--- config.mk ---
export PLATFORM = sky130hd
export DESIGN_NAME = pfb_queue
export DESIGN_NICKNAME = d
export VERILOG_FILES = /design/src/rtl/pixel_front_to_back_composite_core_macros.svh /design/src/rtl/pfb_pkg.sv /design/src/rtl/pfb_queue.sv
export SDC_FILE = /design/constraint.sdc
export NUM_CORES = 1
export LEC_CHECK = 0
export BUFFER_PORTS_ARGS = -buffer_cell sky130_fd_sc_hd__clkbuf_2
export CAP_MARGIN = 15
export CORE_ASPECT_RATIO = 0.75
export CORE_MARGIN = 10
export CORE_UTILIZATION = 30
export CTS_CLUSTER_DIAMETER = 30
export DETAILED_ROUTE_END_ITERATION = 12
export HOLD_SLACK_MARGIN = 0.02
export PLACE_DENSITY_LB_ADDON = 0.1
export SLEW_MARGIN = 20
export SYNTH_ARGS = -nofsm -noshare
export SYNTH_HDL_FRONTEND = slang
export SYNTH_SLANG_ARGS = --single-unit
--- constraint.sdc ---
create_clock -name clk -period 3.9 [get_ports clk]
set_input_delay 0.195 -clock clk [delete_from_list [all_inputs] [get_ports clk]]
set_output_delay 0.195 -clock clk [all_outputs]
set_load 0.05 [all_outputs]
--- src/rtl/pixel_front_to_back_composite_core_macros.svh ---
// Assertion macros for the splat compositing core.
// Included by the top level only; no other dependencies.
`ifndef PIXEL_FRONT_TO_BACK_COMPOSITE_CORE_MACROS_SVH
`define PIXEL_FRONT_TO_BACK_COMPOSITE_CORE_MACROS_SVH
// Implication checked on every clock edge outside reset.
`define PFB_ASSERT_IMP(label, clk, rst, ante, cons, msg) \
  label: assert property (@(posedge clk) disable iff (rst) (ante) |-> (cons)) else $error(msg);
// Next-cycle implication checked outside reset.
`define PFB_ASSERT_NEXT(label, clk, rst, ante, cons, msg) \
  label: assert property (@(posedge clk) disable iff (rst) (ante) |=> (cons)) else $error(msg);
`endif

--- src/rtl/pfb_pkg.sv ---
// Package of the splat compositing core: shared types and constants.
// Used by the front, queue and back modules and by the top level.
package pfb_pkg;

  localparam logic [16:0] Q16_ONE   = 17'd65536;
  localparam logic [15:0] ALPHA_CAP = 16'd64881;
  localparam logic [17:0] ACC_MAX   = 18'h3FFFF;
  localparam logic [15:0] COUNT_MAX = 16'hFFFF;

  // Configuration register indexes.
  localparam logic [2:0] REG_BG_RED    = 3'd0;
  localparam logic [2:0] REG_BG_GREEN  = 3'd1;
  localparam logic [2:0] REG_BG_BLUE   = 3'd2;
  localparam logic [2:0] REG_MIN_ALPHA = 3'd3;
  localparam logic [2:0] REG_STOP_T    = 3'd4;

  // Classified item handed from the front part to the back part.
  typedef struct packed {
    logic        keep;
    logic [15:0] alpha;
    logic [16:0] red;
    logic [16:0] green;
    logic [16:0] blue;
    logic        last;
  } pfb_item_t;

  // Back part states.
  typedef enum logic [1:0] {
    ST_WT,
    ST_ACC,
    ST_BGT,
    ST_OUT
  } pfb_state_t;

  function automatic logic [16:0] cap16(input logic [16:0] v);
    return (v > Q16_ONE) ? Q16_ONE : v;
  endfunction

endpackage

--- src/rtl/pfb_queue.sv ---
// Small FIFO between the front and back parts.
// Depends on pfb_pkg for the item type.
module pfb_queue #(
  parameter int DEPTH = 4
) (
  input  logic               clk,
  input  logic               rst,
  input  logic               wr_valid,
  output logic               wr_ready,
  input  pfb_pkg::pfb_item_t wr_item,
  output logic               rd_valid,
  input  logic               rd_ready,
  output pfb_pkg::pfb_item_t rd_item
);
  localparam int AW = $clog2(DEPTH);
  pfb_pkg::pfb_item_t mem [DEPTH];
  logic [AW-1:0] wp, rp;
  logic [AW:0] cnt;
  logic wr, rd;
  assign wr_ready = cnt != (AW+1)'(DEPTH);
  assign rd_valid = cnt != '0;
  assign wr = wr_valid && wr_ready;
  assign rd = rd_valid && rd_ready;
  assign rd_item = mem[rp];

  always_ff @(posedge clk) begin
    if (wr) begin
      mem[wp] <= wr_item;
    end
  end

  always_ff @(posedge clk) begin
    if (rst) begin
      wp <= '0; rp <= '0; cnt <= '0;
    end else begin
      if (wr) wp <= wp + 1'b1;
      if (rd) rp <= rp + 1'b1;
      cnt <= cnt + (AW+1)'(wr) - (AW+1)'(rd);
    end
  end
endmodule

==> flow_summary.toml <==
[run_status]
status = "completed"

[pwr]
power_switching_w = 0.003803
clkPwrFrac_pct = 41.5
netSwitchingFraction_pct = 31.97
intPower_w = 0.008090
combinationalPowerShare_pct = 25.5
ir_drop_mv = 0.3967
powerDensity_mw_per_mm2 = 824.0
p_leak_nw = 5.019
total_power_w = 0.01189
seqPwrFrac_pct = 33.0

[worst_setup_path]
reg2regPathDepth = 11
cp.arrival_ns = 3.22
endpoint_kind = "flop"
path_class = "reg2reg"
setup.worst_path.start = "cnt[1]$_SDFF_PP0_"
critical_path.max_fanout = 7
regToRegStartpoint = "cnt[1]$_SDFF_PP0_"
timing.rr.end = "cnt[2]$_SDFF_PP0_"
required_ns = 4.35
startpoint_type = "flop"
reg2reg_slack_ns = 1.13

[route]
drt_pass1_iterations = 5
ant_nets = 0
vias = 5109
drt_wl_total_mm = 23.28
wl_per_cell_um = 19.75
drc = 0
drtIter0Drc = 274
via_per_inst = 4.333

[placed_design]
hpwlAfterDp_mm = 13.55
globalplace.congestion = 0.6509
post_dp_cell_area_mm2 = 0.01173
io_buffers = 143

[global_route]
grt_max_degree = 49
overflow = 0
grt_usage_pct = 10.87
grt_pass1_vias = 5996
grt_pass1_wl_mm = 35.94
grt_antenna_before_repair = 2

[timing]
fin_crit_ns = 2.770
finalCritPeriodShare_pct = 71.03
rsz0062_at_grt = "false"
setup_viol = 0
fmax_mhz = 361.0
fin_skew_ns = 0.01385
slew_headroom_pct = 41.40
report.final.slew_viol_count = 0
whs_ns = 0.1071
hold_violations = 0
tightestPinTransition_ns = 0.8789
final.setup.tns_ns = 0

[cts]
clock-root-buffer = "clkbuf_16"
cts_num_sinks = 285
post_cts_buffers = 0
cts_made_buffers = 57
path_clk_slew_ns = 0.05
cts_tree = "done"
cts_resized = 0
clock_latency_ns = 0.56
clk_path_buf_depth = 3
htree_levels = 2

[synth]
synth_fp_nets = 490
synth_fa_ha_area_share_pct = 0.9117
yosysWarnings = 0
synth_edf_count = 276
synth_top_cell_by_area = "edfxtp_1"
synth_top_family_by_area = "multiplexers"
synth.top_cell.area_share_pct = 79.46
synthArstFlopShare_pct = 0
ys.flop_type = "edfxtp_1"
syn_area_mm2 = 0.01043
synth_xor_xnor_area_share_pct = 0.2519
synth-compound-area-share_pct = 0.2399
synthDistinctLibCells = 25
yosys.area_share.simple_pct = 0.9117
synth_commonest_cells = "276 x edfxtp_1, 69 x mux4_2, 9 x dfxtp_1"
syn_area_per_cell_um2 = 25.44
synth.area.top_cells = "edfxtp_1 79%, mux4_2 15%, dfxtp_1 1.7%"
synth-seq-area-share_pct = 81.19
synth.area.mux_share_pct = 15.10
synth.most_common_cell = "edfxtp_1"
ys_seq_elements = 285
netlist_instances = 410

[die]
initial_utilization_pct = 30.25
dieArea_mm2 = 0.04270
row_count = 59
die_x_um = 235.3
fp.coreArea_mm2 = 0.03447
ios = 144
die_h_um = 181.5

[finish]
fin_nets = 753
layout-drive-gt1-share_pct = 44.58
stdcell_area_mm2 = 0.01443
syn_to_final_growth_pct = 38.38

[flow_run]
max-cap-violations = 0

[worst_hold_path]
whs_endpoint = "rp[1]$_SDFFE_PP0P_"
hold_depth = 4
hold_path.startpoint = "rd_ready"
hold_path.class = "in2reg"
[state kept, by name, summed over array words and instances (netlist names), named ones only]
register and count:
mem 276, cnt 3, rp 2, wp 2
[final cells by class]
class | instances | area [um2]
fill | 3026 | 20040
antenna | 2 | 5.005
sequential | 285 | 8476
multi-input combinational | 103 | 1827
clock inverter | 43 | 504.2
timing repair buffer | 221 | 1539
tap | 457 | 571.8
clock buffer | 63 | 1491
inverter | 5 | 18.77
[placed cells by master, fill, tap and decap left out, drive strengths merged]
cell type and count:
nand2 1, ha 6, buf 8, clkinvlp 6, xor2 2, bufinv 10
inv 7, dlygate4sd3 70, dfxtp 9, o311ai 1, xnor2 1, mux4 69
fa 1, clkinv 25, nor3 1, a21boi 1, mux2i 1, o31a 1
nand2b 2, nor2 8, nor2b 1, and2 5, clkbuf 206, or3 1
mux2 1, diode 2, edfxtp 276
[worst max path at each step]
stage	end	slack [ns]	depth (start not counted)
after floorplan	mem[0][0]$_DFFE_PP_	0.95	3
after global placement	cnt[2]$_SDFF_PP0_	1.43	11
after detailed placement	cnt[2]$_SDFF_PP0_	1.17	11
after CTS	cnt[2]$_SDFF_PP0_	1.11	11
after global routing	cnt[2]$_SDFF_PP0_	0.99	11
final	cnt[2]$_SDFF_PP0_	1.13	11
[per-stage QoR]
stage	cells	util (%)	setup WS (ns)
final	1179	41.86	1.130
after global routing	1179	41.86	0.9892
after CTS	1177	41.85	1.105
after detailed placement	1001	34.03	1.168
after global placement	1001	34.03	1.427
after floorplan	410	-	0.9486
[worst max-delay path, cell delays in order, from the launching register on]
cell and delay (ns):
dfxtp_1 0.46, nor2_1 0.10, a21boi_1 0.53, inv_1 0.10
ha_1 0.31, inv_1 0.07, ha_1 0.15, inv_1 0.05
fa_1 0.39, xor2_1 0.17, and2_1 0.17, nor3_1 0.17
[power by group through the flow]
stage | registers, W | logic (W) | clock network, W
3_5_place_dp | 0.00398 | 0.00306 | 0
6_report | 0.00392 | 0.00303 | 0.00494
2_1_floorplan | 0.00390 | 0.00237 | 0
5_1_grt | 0.00396 | 0.00323 | 0.00521
3_3_place_gp | 0.00396 | 0.00304 | 0
4_1_cts | 0.00393 | 0.00313 | 0.00505
[metal layers]
layer / global-route usage [%] / wire [um] / up-vias
li1: - / - / 2302
met1: 13.65 / 10300 / 2635
met2: 17.38 / 11250 / 132
met3: 3.499 / 1318 / 40
met4: 3.864 / 418 / 0
met5: 0 / 0 / -
[cells by family after synthesis]
group                    Yosys count
AND/OR/NAND/NOR                   19
XOR/XNOR                           3
flip-flops                       285
multiplexers                      71
buffers and inverters             22
AO/OA/AOI/OAI                      3
adder cells (fa/ha/maj)            7
[what timing repair did]
action / 4_1_cts / 5_1_grt
hold buffers: 70 / 0
endpoints found under the hold margin: 283 / 0
setup endpoints to repair: 0 / 0
Power figures use the tool's default switching activity.
